--- src/design/ifs_fern_point_generator_core_macros.svh ---
// Assertion shorthands for the core block that checks its own logic.
// Both sample on the rising edge of clk and are off while rst_n is low.
`ifndef IFS_FERN_POINT_GENERATOR_CORE_MACROS_SVH
`define IFS_FERN_POINT_GENERATOR_CORE_MACROS_SVH

// Same-cycle implication.
`define FPG_ASSERT_IMPL(label, ante, cons) \
    label: assert property (@(posedge clk) disable iff (!rst_n) (ante) |-> (cons)) \
        else $error("fern point generator: same-cycle check failed");

// Next-cycle implication.
`define FPG_ASSERT_NEXT(label, ante, cons) \
    label: assert property (@(posedge clk) disable iff (!rst_n) (ante) |=> (cons)) \
        else $error("fern point generator: next-cycle check failed");

`endif

--- src/design/fpg_pkg.sv ---
package fpg_pkg;

    localparam int COORD_W         = 24;
    localparam int COORD_FRAC_BITS = 18;
    localparam int COEF_W          = 16;
    localparam int COEF_FRAC_BITS  = 14;
    localparam int PCT_W           = 7;
    localparam int SCALE_W         = 13;
    localparam int PIX_W           = 16;

    localparam int CFG_ADDR_W = 3;
    localparam int CFG_DATA_W = 16;

    localparam int S_TDATA_W = 8;
    localparam int PAYLOAD_W = 2 * COORD_W + 2 * PIX_W + 1 + 2;
    localparam int M_TDATA_W = ((PAYLOAD_W + 7) / 8) * 8;

    localparam int QUEUE_DEPTH = 2;

    typedef enum logic [1:0] {
        MAP_STEM,
        MAP_LEAFLET,
        MAP_LEFT,
        MAP_RIGHT
    } map_t;

    typedef enum logic [CFG_ADDR_W-1:0] {
        REG_STEM_THRESHOLD,
        REG_LEAFLET_THRESHOLD,
        REG_LEFT_THRESHOLD,
        REG_X_SCALE,
        REG_X_OFFSET,
        REG_Y_SCALE,
        REG_IMAGE_WIDTH,
        REG_IMAGE_HEIGHT
    } cfg_reg_t;

    // One classified item travelling from the front end to the datapath.
    typedef struct packed {
        logic valid;
        map_t map;
    } map_item_t;

    // Linear coefficients of one map, in the order a b c d.
    typedef logic signed [COEF_W-1:0] coef_set_t [4];

    // Map coefficients in hundredths: a b c d e f.
    localparam int MAP_HUNDREDTHS [4][6] = '{
        '{  0,   0,   0,  16, 0,   0},
        '{ 85,   4,  -4,  85, 0, 160},
        '{ 20, -26,  23,  22, 0, 160},
        '{-15,  28,  26,  24, 0,  44}
    };

    // Hundredths to fixed point, nearest with halves away from zero.
    function automatic longint to_fixed(int h, int bits);
        longint mag;
        longint v;
        mag = (h < 0) ? longint'(-h) : longint'(h);
        v   = (mag * (longint'(1) << bits) + 64'sd50) / 100;
        return (h < 0) ? -v : v;
    endfunction

    function automatic coef_set_t coef_set(int m);
        coef_set_t c;
        for (int k = 0; k < 4; k++) begin
            c[k] = COEF_W'(to_fixed(MAP_HUNDREDTHS[m][k], COEF_FRAC_BITS));
        end
        return c;
    endfunction

    // Offset e (k = 4) or f (k = 5) of a map at coordinate precision.
    function automatic logic signed [COORD_W-1:0] coord_offset(int m, int k);
        return COORD_W'(to_fixed(MAP_HUNDREDTHS[m][k], COORD_FRAC_BITS));
    endfunction

endpackage

--- src/design/fpg_map_queue.sv ---
module fpg_map_queue #(
    parameter int DEPTH = fpg_pkg::QUEUE_DEPTH
) (
    input  logic               clk,
    input  logic               rst_n,
    input  fpg_pkg::map_item_t push_item,
    output logic               push_ready,
    output fpg_pkg::map_item_t pop_item,
    input  logic               pop
);

    localparam int PTR_W = $clog2(DEPTH);
    localparam int CNT_W = $clog2(DEPTH + 1);

    fpg_pkg::map_t    mem_reg [DEPTH];
    logic [PTR_W-1:0] wr_ptr_reg;
    logic [PTR_W-1:0] rd_ptr_reg;
    logic [CNT_W-1:0] count_reg;
    logic             push;

    assign push_ready    = (count_reg != CNT_W'(DEPTH));
    assign push          = push_item.valid && push_ready;
    assign pop_item.valid = (count_reg != '0);
    assign pop_item.map   = mem_reg[rd_ptr_reg];

    function automatic logic [PTR_W-1:0] advance(logic [PTR_W-1:0] p);
        return (p == PTR_W'(DEPTH - 1)) ? '0 : p + PTR_W'(1);
    endfunction

    always_ff @(posedge clk or negedge rst_n)
    begin
        if (!rst_n)
        begin
            wr_ptr_reg <= '0;
            rd_ptr_reg <= '0;
            count_reg  <= '0;
        end
        else
        begin
            if (push)
            begin
                wr_ptr_reg <= advance(wr_ptr_reg);
            end
            if (pop)
            begin
                rd_ptr_reg <= advance(rd_ptr_reg);
            end
            if (push && !pop)
            begin
                count_reg <= count_reg + CNT_W'(1);
            end
            else if (pop && !push)
            begin
                count_reg <= count_reg - CNT_W'(1);
            end
        end
    end

    always_ff @(posedge clk)
    begin
        if (push)
        begin
            mem_reg[wr_ptr_reg] <= push_item.map;
        end
    end

endmodule

--- config.mk ---
export PLATFORM = sky130hd
export DESIGN_NAME = fpg_map_queue
export DESIGN_NICKNAME = d
export VERILOG_FILES = /design/src/design/ifs_fern_point_generator_core_macros.svh /design/src/design/fpg_pkg.sv /design/src/design/fpg_map_queue.sv
export SDC_FILE = /design/constraint.sdc
export NUM_CORES = 1
export LEC_CHECK = 0
export BUFFER_PORTS_ARGS = -buffer_cell sky130_fd_sc_hd__buf_2
export CORE_AREA = 2 2 39 41
export DETAILED_ROUTE_END_ITERATION = 16
export DIE_AREA = 0 0 41 43
export SLEW_MARGIN = 20
export SYNTH_ARGS = -nofsm -noshare
export SYNTH_HDL_FRONTEND = slang
export SYNTH_SLANG_ARGS = --single-unit
export TNS_END_PERCENT = 20
--- constraint.sdc ---
create_clock -name clk -period 1.4 [get_ports clk]
set_clock_uncertainty 0.1 [all_clocks]
set_input_delay 0.28 -clock clk [delete_from_list [all_inputs] [get_ports clk]]
set_output_delay 0.28 -clock clk [all_outputs]
set_load 0.01 [all_outputs]
==> impl_metrics.json, run 1 <==
{
  "clk_pin_slew_ns": 0.06,
  "regToRegSetupSlack_ns": 0.04,
  "flip_flop_count_of_the_largest_register_after_layout": 4,
  "ant_nets": 0,
  "period_minus_slack_ns": 1.49,
  "rows": 14,
  "worst_skew_pair.late_latency_ns": 0.25,
  "seq_area_um2": 220,
  "pre_cts_ws_ns": 0.0410,
  "status": "finished with violations",
  "finalWeightedCongestion": 0.610,
  "grt_start_max_net_pins": 6,
  "insertedDiodeCount": 0,
  "critPathLaunch": "rd_ptr_reg",
  "p_leak_nw": 0.251,
  "clockRootBuffer": "sky130_fd_sc_hd__clkbuf_4",
  "gr-usage-met1": 0.104,
  "grt.met2_usage": 0.134,
  "route.vias.total": 229,
  "grt_setup_unrepaired": "yes",
  "final_critical_path_setup_slack_ns": -0.0922,
  "clock_tree_sinks": 8,
  "die_height_um": 43,
  "first_global_vias": 267,
  "multi_input_area_um2": 154,
  "dp_hpwl_um": 441,
  "failed_checks": "negative setup slack",
  "timing.critical_path.slowest_cell_delay_ns": 0.42,
  "layout.cells.non_filler": 58,
  "area.growth.synth_to_final_pct": 49.1,
  "wire_length_of_the_first_global_routing_pass_um": 1070,
  "fillCellCount": 133,
  "timing.max_cap.violations": 0,
  "number_of_antenna_violations_at_the_first_check_in_global_routing": 0,
  "critPathLaunchType": "flop",
  "detail_route.wl_per_cell_um": 10.5,
  "synth_nets": 31,
  "cellPowerDensity_mw_per_mm2": 2140,
  "drive_gt1_frac": 0.571,
  "cell_depth_of_the_worst_flop_to_flop_path": 7,
  "synth.top_cell.area_share": 0.334,
  "worstHoldPathType": "input pin to flop",
  "cts_tree": "yes",
  "setup_total_negative_slack_ns": -0.251,
  "cts-root-to-sink-buffers": 2,
  "worst-setup-path-type": "flop to output pin",
  "floorplan.core_area_mm2": 0.00138,
  "grt.met3_usage": 0.0995,
  "syn_area_um2": 359,
  "h_tree_lvls": 1,
  "fmax_mhz": 670,
  "mostFrequentLayoutCell": "sky130_fd_sc_hd__buf_2",
  "most-common-layout-cells": "sky130_fd_sc_hd__buf_2 (6), sky130_fd_sc_hd__dfrtp_1 (4), sky130_fd_sc_hd__edfxtp_1 (4), sky130_fd_sc_hd__buf_6 (4)",
  "synth.distinct_cells": 13,
  "max_rail_drop_vdd_mv": 1.01,
  "grt_remaining_overflow": 0,
  "total_clock_buffers_created_by_cts": 3,
  "worst_r2r_startpoint": "count_reg[0]",
  "postSynthAreaPerCell_um2": 15.0,
  "worst_path_max_delay_cell": "sky130_fd_sc_hd__dfrtp_1",
  "chipWidth_um": 41,
  "worstPathRequired_ns": 1.02,
  "slew_violations": 0,
  "critical_path.cell_chain": "mux2_4 > buf_6",
  "synthesis.instances": 24,
  "critical_path_buf_inv_count": 1,
  "initial_core_util": 0.259,
  "worstPathMaxFanout": 3,
  "finalCritPeriodShare": 1.07,
  "grt.busiest_layer": "met2",
  "timing.max_slew.rel_slack": 0.880,
  "library_cell_occupying_the_most_area_in_the_post_synthesis_netlist": "sky130_fd_sc_hd__edfxtp_1",
  "crit_end": "pop_item[0]",
  "drt_first_iter_violations": 3,
  "finalSetupViolations": 3,
  "critical_path_cell_count": 2,
  "worst_setup_path_end_kind": "output pin",
  "worst-endpoint-arrival_ns": 1.11,
  "fin_util": 0.387,
  "worst-slew-pin-transition_ns": 0.180,
  "die-area_mm2": 0.00176,
  "quantity_of_i_o_buffers_inserted_on_ports": 9,
  "detail_route.drc_violations": 0,
  "synthesized_flop_and_latch_total": 8,
  "vias_cell": 3.95,
  "cell_family_with_most_cp_delay": "flip-flops",
  "wirelength_um": 609,
  "hold_violations": 0,
  "drtPass1Iterations": 2,
  "grtUsageTotal": 0.0977,
  "netlist_top_cells_area": "sky130_fd_sc_hd__edfxtp_1 (33%), sky130_fd_sc_hd__dfrtp_1 (28%), sky130_fd_sc_hd__xor2_1 (7.3%)",
  "cell_count_post_placement": 51,
  "worst_r2r_endpoint": "count_reg[1]",
  "synth.yosys.seq_area_share": 0.613,
  "yosys_warnings": 0,
  "boundaryPins": 10,
  "design.final.nets": 50
}
==> synth_stat cells <==
| master | number |
|---|---|
| sky130_fd_sc_hd__dfrtp_1 | 4 |
| sky130_fd_sc_hd__edfxtp_1 | 4 |
| sky130_fd_sc_hd__xor2_1 | 3 |
| sky130_fd_sc_hd__inv_1 | 2 |
| sky130_fd_sc_hd__mux2_2 | 2 |
| sky130_fd_sc_hd__nor2_1 | 2 |
| sky130_fd_sc_hd__and3_1 | 1 |
| sky130_fd_sc_hd__ha_1 | 1 |
| sky130_fd_sc_hd__nand2_4 | 1 |
| sky130_fd_sc_hd__nand2b_4 | 1 |
| sky130_fd_sc_hd__or2_2 | 1 |
| sky130_fd_sc_hd__xnor2_1 | 1 |
| sky130_fd_sc_hd__xnor2_2 | 1 |
==> logic make-up (layout without fill, tap and decap cells) <==
logic type    count (synthesis)  in the layout  synth area share
xor+xnor                      5              5             0.143
fa+ha+maj                     1              1            0.0348
buf+inv                       2             20            0.0209
flops                         8              8             0.613
mux                           2              2            0.0627
simple gates                  6              6             0.125
==> worst reg2reg max path: stages (launching register included) <==
cell                       delay (ns)
sky130_fd_sc_hd__dfrtp_1         0.38
sky130_fd_sc_hd__nand2b_4        0.16
sky130_fd_sc_hd__nand2_4         0.06
sky130_fd_sc_hd__inv_2           0.04
sky130_fd_sc_hd__ha_4            0.14
sky130_fd_sc_hd__xor2_1          0.15
sky130_fd_sc_hd__nor2_1          0.11
sky130_fd_sc_hd__xor2_1          0.15
==> what timing repair did <==
item / 4_1_cts / 5_1_grt
pin swaps: 0 / 1
gates resized for setup: 7 / 0
endpoints found under the hold margin: 4 / 0
endpoints found under the setup margin: 3 / 4
hold buffers: 1 / 0
setup buffers: 2 / 0
==> cell type report <==
cell class,count,share of cell area
multi-input combinational,14,0.287
timing repair buffer,14,0.201
sequential,8,0.411
tap,16,0.0374
inverter,2,0.0140
clock buffer,4,0.0491
==> worst min path at each step <==
stage | cells past startpoint | startpoint | to
after CTS | 1 | push_item[0] | mem_reg[0][0]
after detailed placement | 1 | rst_n | count_reg[1]
final | 1 | push_item[0] | mem_reg[0][0]
after global routing | 1 | push_item[0] | mem_reg[1][0]
after global placement | 1 | rst_n | count_reg[0]
after floorplan | 0 | rst_n | count_reg[0]
==> routing by layer <==
layer / share of wire / vias up
met5: 0 / -
li1: - / 114
met3: 0.11 / 0
met1: 0.43 / 103
met2: 0.45 / 12
met4: 0 / 0
==> stage by stage <==
| step | power, mW | hold WS, ns | instance area (um^2) |
|---|---|---|---|
| 5_1_grt | 1.24 | 0.0971 | 536 |
| 3_5_place_dp | 0.816 | -0.00646 | 452 |
| 2_1_floorplan | 0.685 | -0.116 | 372 |
| 4_1_cts | 1.17 | 0.0997 | 536 |
| 3_3_place_gp | 0.817 | -0.00657 | 452 |
| 6_report | 1.15 | 0.109 | 536 |
==> report_power, final <==
| part | leakage, nW | switching, mW | internal, mW |
|---|---|---|---|
| clock network | 0.0150 | 0.0876 | 0.110 |
| registers | 0.0838 | 0.0743 | 0.342 |
| logic | 0.152 | 0.190 | 0.345 |
| total | 0.251 | 0.352 | 0.796 |
Note: power is estimated with default switching activity, not from simulation.
==> run 2: changes to the inputs <==
--- a/config.mk
+++ b/config.mk
@@ -9,6 +9,7 @@
 export CORE_AREA = 2 2 39 41
 export DETAILED_ROUTE_END_ITERATION = 16
 export DIE_AREA = 0 0 41 43
+export PLACE_DENSITY = 0.46
 export SLEW_MARGIN = 20
 export SYNTH_ARGS = -nofsm -noshare
 export SYNTH_HDL_FRONTEND = slang
==> impl_metrics.json, run 2 (same netlist as run 1, synthesis figures left out) <==
{
  "fin_total_pwr_mw": 1.16,
  "wire_length_of_the_first_global_routing_pass_um": 910,
  "route.vias.total": 248,
  "final_critical_path_setup_slack_ns": -0.0793,
  "timing.max_slew.rel_slack": 0.873,
  "detail_route.wl_per_cell_um": 10.2,
  "hold_depth": 1,
  "multi_input_area_um2": 154,
  "setup_total_negative_slack_ns": -0.236,
  "worst_skew_pair.late_latency_ns": 0.25,
  "drtPass1Iterations": 1,
  "layout.cells.non_filler": 58,
  "critical_path_cell_count": 3,
  "total_clock_buffers_created_by_cts": 3,
  "finalCritPeriodShare": 1.06,
  "chipWidth_um": 41,
  "worst_r2r_startpoint": "count_reg[0]",
  "ant_nets": 0,
  "hold_wc_startpoint": "push_item[0]",
  "period_minus_slack_ns": 1.48,
  "seq_area_um2": 220,
  "wirelength_um": 590,
  "area.growth.synth_to_final_pct": 49.1,
  "worstPathRequired_ns": 1.02,
  "boundaryPins": 10,
  "max_rail_drop_vdd_mv": 0.756,
  "design.final.nets": 50,
  "hold_end": "mem_reg[0][0]",
  "cellPowerDensity_mw_per_mm2": 2160,
  "worstPathMaxFanout": 2,
  "die-area_mm2": 0.00176,
  "cts_tree": "yes",
  "initial_core_util": 0.259,
  "path_common_cell": "sky130_fd_sc_hd__buf_6",
  "clockRootBuffer": "sky130_fd_sc_hd__clkbuf_4",
  "worst-setup-path-type": "flop to output pin",
  "slew_violations": 0,
  "worst-endpoint-arrival_ns": 1.10,
  "cell_depth_of_the_worst_flop_to_flop_path": 7,
  "critPathLaunchType": "flop",
  "critical_path_buf_inv_count": 2,
  "dp_hpwl_um": 433,
  "first_global_vias": 238,
  "worst_r2r_endpoint": "count_reg[1]",
  "drt_first_iter_violations": 0,
  "drive_gt1_frac": 0.571,
  "grtUsageTotal": 0.0815,
  "grt_setup_unrepaired": "yes",
  "clk_pin_slew_ns": 0.05,
  "number_of_antenna_violations_at_the_first_check_in_global_routing": 0,
  "most-common-layout-cells": "sky130_fd_sc_hd__buf_2 (6), sky130_fd_sc_hd__dfrtp_1 (4), sky130_fd_sc_hd__edfxtp_1 (4), sky130_fd_sc_hd__buf_6 (4)",
  "die_height_um": 43,
  "floorplan.core_area_mm2": 0.00138,
  "vias_cell": 4.28,
  "grt_remaining_overflow": 0,
  "insertedDiodeCount": 0,
  "fmax_mhz": 676,
  "critical_path.cell_chain": "buf_6 > or2_4 > buf_6",
  "worst_path_max_delay_cell": "sky130_fd_sc_hd__dfrtp_1",
  "finalSetupViolations": 4,
  "flip_flop_count_of_the_largest_register_after_layout": 4,
  "h_tree_lvls": 1,
  "grt_start_max_net_pins": 6,
  "cts-root-to-sink-buffers": 2,
  "hold_violations": 0,
  "failed_checks": "negative setup slack",
  "status": "finished with violations",
  "worst-slew-pin-transition_ns": 0.190,
  "finalWeightedCongestion": 0.631,
  "timing.critical_path.slowest_cell_delay_ns": 0.38,
  "timing.max_cap.violations": 0,
  "fillCellCount": 141,
  "p_leak_nw": 0.251,
  "clock_tree_sinks": 8,
  "cell_family_with_most_cp_delay": "flip-flops",
  "worstHoldPathType": "input pin to flop",
  "quantity_of_i_o_buffers_inserted_on_ports": 9,
  "detail_route.drc_violations": 0,
  "worst_setup_path_end_kind": "output pin",
  "hold_ws_ns": 0.115,
  "regToRegSetupSlack_ns": -0.01,
  "rows": 14,
  "mostFrequentLayoutCell": "sky130_fd_sc_hd__buf_2",
  "cell_count_post_placement": 51
}
## run 2: cell type report
class | instances | area share
flip-flops and latches | 8 | 0.411
multi-input cells | 14 | 0.287
repair buffers | 14 | 0.201
clock buffers | 4 | 0.0491
well taps | 16 | 0.0374
inverters | 2 | 0.0140
## run 2: worst max-delay path by stage
| stage | from | end |
|---|---|---|
| final | count_reg[0] | pop_item[2] |
| after global routing | count_reg[0] | pop_item[2] |
| after CTS | rd_ptr_reg | pop_item[0] |
| after detailed placement | count_reg[0] | count_reg[1] |
| after global placement | count_reg[0] | count_reg[1] |
| after floorplan | count_reg[0] | count_reg[1] |
## run 2: stage by stage
step | setup WS [ns] | util | area, um^2
after floorplan | -0.00692 | - | 372
after global placement | 0.0568 | 0.326 | 452
after detailed placement | 0.00153 | 0.326 | 452
after CTS | -0.0855 | 0.387 | 536
after global routing | -0.115 | 0.387 | 536
final | -0.0793 | 0.387 | 536
## run 2: power breakdown
group / switching, mW / total [mW] / internal [mW] / leakage, nW
sequential: 0.0746 / 0.417 / 0.342 / 0.0838
combinational: 0.205 / 0.549 / 0.344 / 0.152
clock: 0.0803 / 0.189 / 0.109 / 0.0150
## run 2: worst register-to-register path: cells and delay by family, from the launching register on
kind	cells	cell delay [ns]
flops	1	0.38
simple gates	3	0.33
xor+xnor	2	0.32
fa+ha+maj	1	0.14
buf+inv	1	0.04
## run 2: layer usage
layer	vias to the layer above	track usage	part of all wire
met1	123	0.0909	0.41
li1	114	-	-
met3	2	0.0314	0.058
met5	-	0	0
met4	0	0.0600	0.017
met2	9	0.119	0.51
## run 2: repair_timing
action / 4_1_cts / 5_1_grt
hold buffers: 1 / 0
endpoints found under the hold margin: 4 / 0
pin swaps: 1 / 0
buffers inserted: 2 / 0
endpoints found under the setup margin: 4 / 4
gates resized for setup: 7 / 0
