## src/design/ifs_fern_point_generator_core_macros.svh

```systemverilog
// Assertion shorthands for the core block that checks its own logic.
// Both sample on the rising edge of clk and are off while rst_n is low.
`ifndef IFS_FERN_POINT_GENERATOR_CORE_MACROS_SVH
`define IFS_FERN_POINT_GENERATOR_CORE_MACROS_SVH

// Same-cycle implication.
`define FPG_ASSERT_IMPL(label, ante, cons) \
    label: assert property (@(posedge clk) disable iff (!rst_n) (ante) |-> (cons)) \
        else $error("fern point generator: same-cycle check failed");

// Next-cycle implication.
`define FPG_ASSERT_NEXT(label, ante, cons) \
    label: assert property (@(posedge clk) disable iff (!rst_n) (ante) |=> (cons)) \
        else $error("fern point generator: next-cycle check failed");

`endif

```

## src/design/fpg_pkg.sv

```systemverilog
package fpg_pkg;

    localparam int COORD_W         = 24;
    localparam int COORD_FRAC_BITS = 18;
    localparam int COEF_W          = 16;
    localparam int COEF_FRAC_BITS  = 14;
    localparam int PCT_W           = 7;
    localparam int SCALE_W         = 13;
    localparam int PIX_W           = 16;

    localparam int CFG_ADDR_W = 3;
    localparam int CFG_DATA_W = 16;

    localparam int S_TDATA_W = 8;
    localparam int PAYLOAD_W = 2 * COORD_W + 2 * PIX_W + 1 + 2;
    localparam int M_TDATA_W = ((PAYLOAD_W + 7) / 8) * 8;

    localparam int QUEUE_DEPTH = 2;

    typedef enum logic [1:0] {
        MAP_STEM,
        MAP_LEAFLET,
        MAP_LEFT,
        MAP_RIGHT
    } map_t;

    typedef enum logic [CFG_ADDR_W-1:0] {
        REG_STEM_THRESHOLD,
        REG_LEAFLET_THRESHOLD,
        REG_LEFT_THRESHOLD,
        REG_X_SCALE,
        REG_X_OFFSET,
        REG_Y_SCALE,
        REG_IMAGE_WIDTH,
        REG_IMAGE_HEIGHT
    } cfg_reg_t;

    // One classified item travelling from the front end to the datapath.
    typedef struct packed {
        logic valid;
        map_t map;
    } map_item_t;

    // Linear coefficients of one map, in the order a b c d.
    typedef logic signed [COEF_W-1:0] coef_set_t [4];

    // Map coefficients in hundredths: a b c d e f.
    localparam int MAP_HUNDREDTHS [4][6] = '{
        '{  0,   0,   0,  16, 0,   0},
        '{ 85,   4,  -4,  85, 0, 160},
        '{ 20, -26,  23,  22, 0, 160},
        '{-15,  28,  26,  24, 0,  44}
    };

    // Hundredths to fixed point, nearest with halves away from zero.
    function automatic longint to_fixed(int h, int bits);
        longint mag;
        longint v;
        mag = (h < 0) ? longint'(-h) : longint'(h);
        v   = (mag * (longint'(1) << bits) + 64'sd50) / 100;
        return (h < 0) ? -v : v;
    endfunction

    function automatic coef_set_t coef_set(int m);
        coef_set_t c;
        for (int k = 0; k < 4; k++) begin
            c[k] = COEF_W'(to_fixed(MAP_HUNDREDTHS[m][k], COEF_FRAC_BITS));
        end
        return c;
    endfunction

    // Offset e (k = 4) or f (k = 5) of a map at coordinate precision.
    function automatic logic signed [COORD_W-1:0] coord_offset(int m, int k);
        return COORD_W'(to_fixed(MAP_HUNDREDTHS[m][k], COORD_FRAC_BITS));
    endfunction

endpackage

```

## src/design/fpg_front.sv

```systemverilog
module fpg_front (
    input  logic                                 clk,
    input  logic                                 rst_n,
    input  logic                                 cfg_we,
    input  logic [fpg_pkg::CFG_ADDR_W-1:0]       cfg_addr,
    input  logic [fpg_pkg::CFG_DATA_W-1:0]       cfg_wdata,
    input  logic                                 s_axis_tvalid,
    output logic                                 s_axis_tready,
    input  logic [fpg_pkg::S_TDATA_W-1:0]        s_axis_tdata,   // [6:0] rand_pct
    output fpg_pkg::map_item_t                   item,
    input  logic                                 item_ready
);

    logic [fpg_pkg::PCT_W-1:0] stem_threshold_reg;
    logic [fpg_pkg::PCT_W-1:0] leaflet_threshold_reg;
    logic [fpg_pkg::PCT_W-1:0] left_threshold_reg;
    logic                      valid_reg;
    fpg_pkg::map_t             map_reg;
    fpg_pkg::map_t             map_next;
    logic [fpg_pkg::PCT_W-1:0] pct;
    logic                      load;

    assign pct           = s_axis_tdata[fpg_pkg::PCT_W-1:0];
    assign load          = !valid_reg || item_ready;
    assign s_axis_tready = load;
    assign item.valid    = valid_reg;
    assign item.map      = map_reg;

    // The thresholds are cumulative, so the first one that the value falls below wins.
    always_comb
    begin
        priority if (pct < stem_threshold_reg)
        begin
            map_next = fpg_pkg::MAP_STEM;
        end
        else if (pct < leaflet_threshold_reg)
        begin
            map_next = fpg_pkg::MAP_LEAFLET;
        end
        else if (pct < left_threshold_reg)
        begin
            map_next = fpg_pkg::MAP_LEFT;
        end
        else
        begin
            map_next = fpg_pkg::MAP_RIGHT;
        end
    end

    always_ff @(posedge clk or negedge rst_n)
    begin
        if (!rst_n)
        begin
            stem_threshold_reg    <= fpg_pkg::PCT_W'(1);
            leaflet_threshold_reg <= fpg_pkg::PCT_W'(86);
            left_threshold_reg    <= fpg_pkg::PCT_W'(93);
            valid_reg             <= 1'b0;
        end
        else
        begin
            if (cfg_we)
            begin
                unique case (fpg_pkg::cfg_reg_t'(cfg_addr))
                    fpg_pkg::REG_STEM_THRESHOLD:
                        stem_threshold_reg <= cfg_wdata[fpg_pkg::PCT_W-1:0];
                    fpg_pkg::REG_LEAFLET_THRESHOLD:
                        leaflet_threshold_reg <= cfg_wdata[fpg_pkg::PCT_W-1:0];
                    fpg_pkg::REG_LEFT_THRESHOLD:
                        left_threshold_reg <= cfg_wdata[fpg_pkg::PCT_W-1:0];
                    default:
                    begin
                    end
                endcase
            end
            if (load)
            begin
                valid_reg <= s_axis_tvalid;
            end
        end
    end

    always_ff @(posedge clk)
    begin
        if (load && s_axis_tvalid)
        begin
            map_reg <= map_next;
        end
    end

endmodule

```

## config.mk

```make
export PLATFORM = sky130hd
export DESIGN_NAME = fpg_front
export DESIGN_NICKNAME = d
export VERILOG_FILES = /design/src/design/ifs_fern_point_generator_core_macros.svh /design/src/design/fpg_pkg.sv /design/src/design/fpg_front.sv
export SDC_FILE = /design/constraint.sdc
export NUM_CORES = 1
export LEC_CHECK = 0
export BUFFER_PORTS_ARGS = -buffer_cell sky130_fd_sc_hd__buf_2
export CAP_MARGIN = 0
export CORE_MARGIN = 2
export CORE_UTILIZATION = 40
export DETAILED_ROUTE_END_ITERATION = 8
export GPL_TIMING_DRIVEN = 0
export SLEW_MARGIN = 20
export SYNTH_ARGS = -nofsm -noshare
export SYNTH_HDL_FRONTEND = slang
export SYNTH_SLANG_ARGS = --single-unit
```

## constraint.sdc

```tcl
create_clock -name clk -period 3.5 [get_ports clk]
set_clock_uncertainty 0.2 [all_clocks]
set_input_delay 0.525 -clock clk [delete_from_list [all_inputs] [get_ports clk]]
set_output_delay 0.525 -clock clk [all_outputs]
set_load 0.01 [all_outputs]
```

==> summary.txt, run 1 <==
Cells and area
  • Layout fillers: around 350
  • Leading cell type in the layout, fill and taps excluded: buf_2
  • Diodes inserted: 0
  • Ratio of cells with drive above 1 in the final layout: 28.7%
  • Post-route cell area: 1590 sq um
  • Final nets: 218
  • Most frequent cells in the layout: 25 x buf_2, 21 x nand2_1, 20 x o21ai_0, 18 x inv_1, 18 x ha_1
  • Layout area overhead: 15.9%

Routing
  • Drt wl/cell: around 13 um
  • Vias per cell: 4.92
  • Routed WL: 2700 um
  • Initial DRC Count: 12
  • Via count: roughly 1000
  • Initial DRT Pass Iterations: 4
  • Post-route DRC: 0
  • Final ANT Viol Nets: 0

Synth
  • FFs w/ async S/R, synth: 91.7%
  • Post-synthesis adder-cell area fraction: 16.4%
  • Sequential fraction of the synthesis area: 45.3%
  • Compound-Gate Fraction of Synth Area: 14.1%
  • Synthesis-stage register bit count: 24
  • Ys flop type: dfrtp_1
  • Syn_area_per_cell: 10.0 sq um
  • Largest family of logic cells by synthesized area: adder cells
  • Post-synthesis instance area: 1380 sq um
  • Simple-Gate Fraction of Synth Area: 14.6%
  • EDFF count, synth: 2
  • YS warnings: 0
  • Portion of netlist area occupied by mux cells: under 10%
  • Library cells used by synthesis: 26
  • XOR/XNOR Fraction of Synth Area: 0%
  • Synth Instances: 137
  • Syn Nets: 187

Clock tree
  • CTS tree: yes
  • Root Driver: clkbuf_4
  • Clock latency on the worst-skew pair: 0.31 ns
  • H-tree levels: 1
  • Setup Buffers After CTS: 0
  • Clock buffer depth: 2
  • CTS Buf Count: 3
  • Sink Count: 24
  • Clock-pin slew on the worst setup and hold paths: about 0.14 ns

Pwr
  • Total power: 707 uW
  • VDD IR max: 0.185 mV
  • Static Leak: approximately 0.00075 uW
  • Power Density: 444 nW/um^2

Global route
  • Vias in the first global route: 1074
  • Total track usage: around 15%
  • First-pass GRT wire length: 4760 um
  • Total gr overflow: 0
  • Pin count of the biggest net entering global routing: 23
  • Antenna violations before repair: 0

STA
  • RSZ-0062 raised after global routing: no
  • Minimum clock period after layout: 1.91 ns
  • Final Cycle Share: between 50% and 60%
  • Final Hold Fails: 0
  • Slew Limit Fails: 0
  • Max_slew headroom: between 60 and 70%
  • Achievable frequency: roughly 520 MHz
  • # setup viols final: 0
  • Worst slew pin tran: 0.499 ns
  • Final Hold Slack: 0.211 ns
  • Total negative slack: 0 ns
  • Worst setup margin: 1.59 ns

Worst setup path
  • WP data required: between 3 and 4 ns
  • CP endpoint kind: flop
  • WP data arrival: 1.78 ns
  • Kind of critical path: reg2reg
  • Crit start category: flop
  • CP max FO: 2

Floorplanning
  • Initial Util: 41.5%
  • Core Area: 3310 sq um
  • Die area: approximately 3900 sq um
  • Row count: 21
  • Overall die height: 62.6 um
  • Die W: around 63 um
  • # IOs: 36

Placed design
  • Post-DP Area: ~1600 sq um
  • Dpl ws: 1.35 ns
  • HPWL after DPL: 2190 um
  • IO Port Bufs: 25
  • Gpl congestion: between 0.8 and 0.9

Worst hold path
  • Worst Hold Class: in2reg

Run
  • Max-Cap Viols: 0

Run status
  • Status: finished, final reports clean
power by group:
group | switching (uW) | leakage [uW] | internal (uW)
Combinational | 117 | 0.000466 | 94.5
Clock | 84.5 | 0.0000154 | 41.7
Sequential | 15.7 | 0.000269 | 354
stage by stage:
stage / utilization, % / cells
6_report: 48.1 / 213
3_5_place_dp: 47.1 / 208
3_3_place_gp: 47.1 / 208
2_1_floorplan: - / 137
4_1_cts: 48.1 / 213
5_1_grt: 48.1 / 213
path summary, 6_finish.rpt:
path / cells after the start / startpoint / slack, ns / end
max in group asynchronous: 2 / rst_n / 2.25 / left_threshold_reg[2]$_DFFE_PN1P_
hold / removal: 2 / s_axis_tvalid / 0.21 / valid_reg$_DFFE_PN0N_
hold reg to reg: 2 / left_threshold_reg[2]$_DFFE_PN1P_ / 0.32 / left_threshold_reg[2]$_DFFE_PN1P_
setup reg to reg: 6 / leaflet_threshold_reg[2]$_DFFE_PN1P_ / 1.59 / map_reg[1]$_SDFFCE_PP0P_
setup / recovery: 6 / leaflet_threshold_reg[2]$_DFFE_PN1P_ / 1.59 / map_reg[1]$_SDFFCE_PP0P_
min in group asynchronous: 2 / rst_n / 0.49 / leaflet_threshold_reg[3]$_DFFE_PN0P_
Yosys cell counts (3+ instances only):
cell type / number / area share [%]
dfrtp_1: 12 / 22
ha_1: 18 / 16
dfstp_2: 10 / 19
nand2b_1: 4 / 1.8
a21oi_1: 5 / 1.8
nand4_1: 3 / 1.4
mux2_2: 3 / 2.5
buf_4: 4 / 2.2
nand2_1: 21 / 5.7
inv_1: 18 / 4.9
o21ai_0: 20 / 7.3
a21o_1: 3 / 1.6
worst max-delay path, cell delays in order, from the launching register on:
cell	delay, ns
dfstp_2	0.54
inv_1	0.05
ha_1	0.29
a21o_1	0.16
a31oi_1	0.17
o21bai_1	0.13
a21boi_0	0.14
logic make-up after synthesis:
group / count (synthesis)
compound gates: 34
mux: 3
flops: 24
fa+ha+maj: 18
simple gates: 36
buf+inv: 22
per-layer routing:
layer | GRT usage, % | part of all wire, % | vias to the layer above
met5 | 0 | 0 | -
met4 | 4.17 | 0.48 | 0
met3 | 2.88 | 3.7 | 2
met2 | 26.5 | 48 | 21
met1 | 19.6 | 48 | 498
li1 | - | - | 528
layout make-up:
cell class,count,area (sq um),share of cell area [%]
plain buffers,4,30.0,1.88
clock buffers,3,22.5,1.41
clock inverters,1,3.75,0.235
inverters,18,67.6,4.24
multi-input cells,91,654,41.1
flip-flops and latches,24,623,39.1
well taps,46,57.6,3.61
repair buffers,26,135,8.48
what timing repair did:
action / CTS / global route
hold endpoints to repair: 12 / 0
resized for setup: 0 / 0
hold buffers: 1 / 0
(Power assumes the default switching activity.)
==> run 2: changes to the inputs <==
--- a/config.mk
+++ b/config.mk
@@ -11,6 +11,7 @@
 export CORE_UTILIZATION = 40
 export DETAILED_ROUTE_END_ITERATION = 8
 export GPL_TIMING_DRIVEN = 0
+export PLACE_DENSITY = 0.66
 export SLEW_MARGIN = 20
 export SYNTH_ARGS = -nofsm -noshare
 export SYNTH_HDL_FRONTEND = slang
==> constraint.sdc (replaced) <==
create_clock -name clk -period 1.75 [get_ports clk]
set_clock_uncertainty 0.2 [all_clocks]
set_input_delay 0.2625 -clock clk [delete_from_list [all_inputs] [get_ports clk]]
set_output_delay 0.2625 -clock clk [all_outputs]
set_load 0.01 [all_outputs]
==> run 2 against run 1 <==
The run now ends with negative setup slack left. Worst setup slack lost 1.7 ns. Count of clock-buffer cells in the layout did not move. Sequential cell count unchanged. Sequential power grew 100%. Combinational power increased to 2.6 times the previous value. Highest routed layer unchanged. Via count grew 4.5%. Critical endpoint unchanged. Non-clock buffer count increased by 9. Routed wire length about the same. Final cell count up 4.2%. Die area did not move. Design area is 11% higher.
==> summary.txt, run 2 (synthesis results as in run 1) <==
Worst setup path
  • WP data required: 1.63 ns (-1.73 ns)
  • R2R Setup Slk: -0.08 ns (-1.67 ns)
  • WP data arrival: 1.72 ns (-0.06 ns)
  • FF-to-FF path depth: 6 (unchanged)
  • CP max FO: 2 (unchanged)
  • RR Startpoint: leaflet_threshold_reg[2]$_DFFE_PN1P_
  • Crit path to: map_reg[1]$_SDFFCE_PP0P_
  • Worst r2r dst: map_reg[1]$_SDFFCE_PP0P_
  • Crit start category: flop
  • Kind of critical path: reg2reg
  • CP endpoint kind: flop
  • CP startpoint: leaflet_threshold_reg[2]$_DFFE_PN1P_

Cells and area
  • Area occupied by multi-input gates: 749 sq um (+15%)
  • Diodes inserted: 0 (unchanged)
  • Layout fillers: 316 (-8.7%)
  • Ratio of cells with drive above 1 in the final layout: 35.8% (+7.1 points)
  • Layout area overhead: 29.2%
  • Final nets: 227 (+4.1%)
  • Leading cell type in the layout, fill and taps excluded: buf_2
  • FF+latch area: 623 sq um (unchanged)
  • Most frequent cells in the layout: 25 x buf_2, 21 x nand2_1, 19 x o21ai_0, 16 x inv_1, 14 x ha_1
  • Post-route cell area: 1780 sq um (+11%)

Clock tree
  • Clock-pin slew on the worst setup and hold paths: 0.13 ns (about the same)
  • Clock buffer depth: 2 (unchanged)
  • Sink Count: 24 (unchanged)
  • CTS tree: yes
  • H-tree levels: 1 (unchanged)
  • Clock latency on the worst-skew pair: 0.32 ns (about the same)
  • CTS Buf Count: 3 (unchanged)
  • Root Driver: clkbuf_4

Run
  • Max-Cap Viols: 0 (unchanged)

Placed design
  • Gpl congestion: 0.845 (+4.3%)
  • IO Port Bufs: 25 (unchanged)
  • HPWL after DPL: 2100 um (-4.0%)
  • Dpl ws: -0.235 ns (-1.58 ns)
  • Post-DP Area: 1570 sq um (+0.80%)

Floorplanning
  • Overall die height: 62.6 um (unchanged)
  • Die area: 3920 sq um (unchanged)
  • Core Area: 3310 sq um (unchanged)
  • # IOs: 36 (unchanged)
  • Row count: 21 (unchanged)
  • Die W: 62.6 um (unchanged)
  • Initial Util: 41.5% (unchanged)

STA
  • Minimum clock period after layout: 1.83 ns (-0.0792 ns)
  • # setup viols final: 2 (+2)
  • Final Hold Fails: 0 (unchanged)
  • Slew Limit Fails: 0 (unchanged)
  • Worst slew pin tran: 0.483 ns (-0.0165 ns)
  • RSZ-0062 raised after global routing: yes
  • Achievable frequency: 546 MHz (+4.3%)
  • Max_slew headroom: 67.8% (+1.1 points)
  • Worst setup margin: -0.0818 ns (-1.67 ns)
  • Final Cycle Share: 105% (+50 points)

Global route
  • Total track usage: 15.7% (+0.39 points)
  • First-pass GRT wire length: 4830 um (+1.4%)
  • Vias in the first global route: 1134 (+5.6%)
  • Pin count of the biggest net entering global routing: 23 (unchanged)
  • Total gr overflow: 0 (unchanged)
  • Antenna violations before repair: 0 (unchanged)

Worst hold path
  • Worst Hold Class: in2reg

Routing
  • Initial DRC Count: 30 (+18)
  • Vias per cell: 4.94 (+0.24%)
  • Routed WL: 2700 um (about the same)
  • Initial DRT Pass Iterations: 4 (unchanged)
  • Drt wl/cell: 12.2 um (-4.0%)
  • Via count: 1096 (+4.5%)
  • Final ANT Viol Nets: 0 (unchanged)
  • Post-route DRC: 0 (unchanged)

Run status
  • Status: finished with violations
  • Failing checks: negative setup slack

Pwr
  • VDD IR max: 0.447 mV (+140%)
  • Static Leak: 0.000798 uW (+6.3%)
  • Power Density: 860 nW/um^2 (+94%)
run 2: cell types whose count changed in the layout (fill, tap and decap cells not counted), sizes merged:
cell,previous run,this run
dlygate4sd3,1,9
buf,29,30
run 2: metal layers:
metal	part of all wire, %	track usage, %	vias up
met5	0	0	-
met4	1.7	5.83	0
met3	4.1	2.34	5
met2	47	27.0	25
met1	47	19.9	513
li1	-	-	553
run 2: worst min path at each step:
stage	start	end	slack, ns	cells past startpoint
6_report	item_ready	valid_reg$_DFFE_PN0N_	0.04	3
5_1_grt	item_ready	valid_reg$_DFFE_PN0N_	0.06	3
2_1_floorplan	rst_n	leaflet_threshold_reg[0]$_DFFE_PN0P_	-0.23	0
3_5_place_dp	rst_n	left_threshold_reg[5]$_DFFE_PN0P_	0.06	1
3_3_place_gp	rst_n	leaflet_threshold_reg[5]$_DFFE_PN0P_	0.05	1
4_1_cts	item_ready	valid_reg$_DFFE_PN0N_	0.05	3
run 2: critical path, stage by stage (launching register included):
cell      delay (ns)
dfstp_2         0.54
inv_2           0.04
ha_4            0.22
a21o_1          0.18
a31oi_4         0.17
o21bai_2        0.09
a21boi_2        0.16
run 2: stage by stage:
stage	hold slack (ns)	TNS, ns	utilization, %	instances	total power [uW]
floorplan	-0.233	0	-	137	1040
global placement	0.0496	-0.358	47.4	208	1150
detailed placement	0.0583	-0.423	47.4	208	1180
CTS	0.0452	-0.207	52.9	222	1510
global route	0.0565	-0.256	53.7	222	1650
finish	0.0410	-0.131	53.7	222	1530
run 2: final cells by class:
| cell class | count | share of cell area (%) |
|---|---|---|
| multi-input cells | 91 | 42.2 |
| flip-flops and latches | 24 | 35.1 |
| repair buffers | 35 | 12.5 |
| inverters | 18 | 3.80 |
| well taps | 46 | 3.24 |
| plain buffers | 4 | 1.69 |
| clock buffers | 3 | 1.27 |
| clock inverters | 1 | 0.211 |
run 2: what timing repair did:
action / in CTS / in global routing
setup buffers: 1 / 0
hold endpoints to repair: 32 / 0
pin swaps: 3 / 3
setup endpoints to repair: 2 / 2
gates resized for setup: 10 / 6
hold buffers: 9 / 0
gates cloned: 0 / 0
run 2: power breakdown:
group          internal (uW)  total [uW]  switching (uW)
clock                   83.6         248             164
combinational            259         539             280
sequential               708         741            32.5
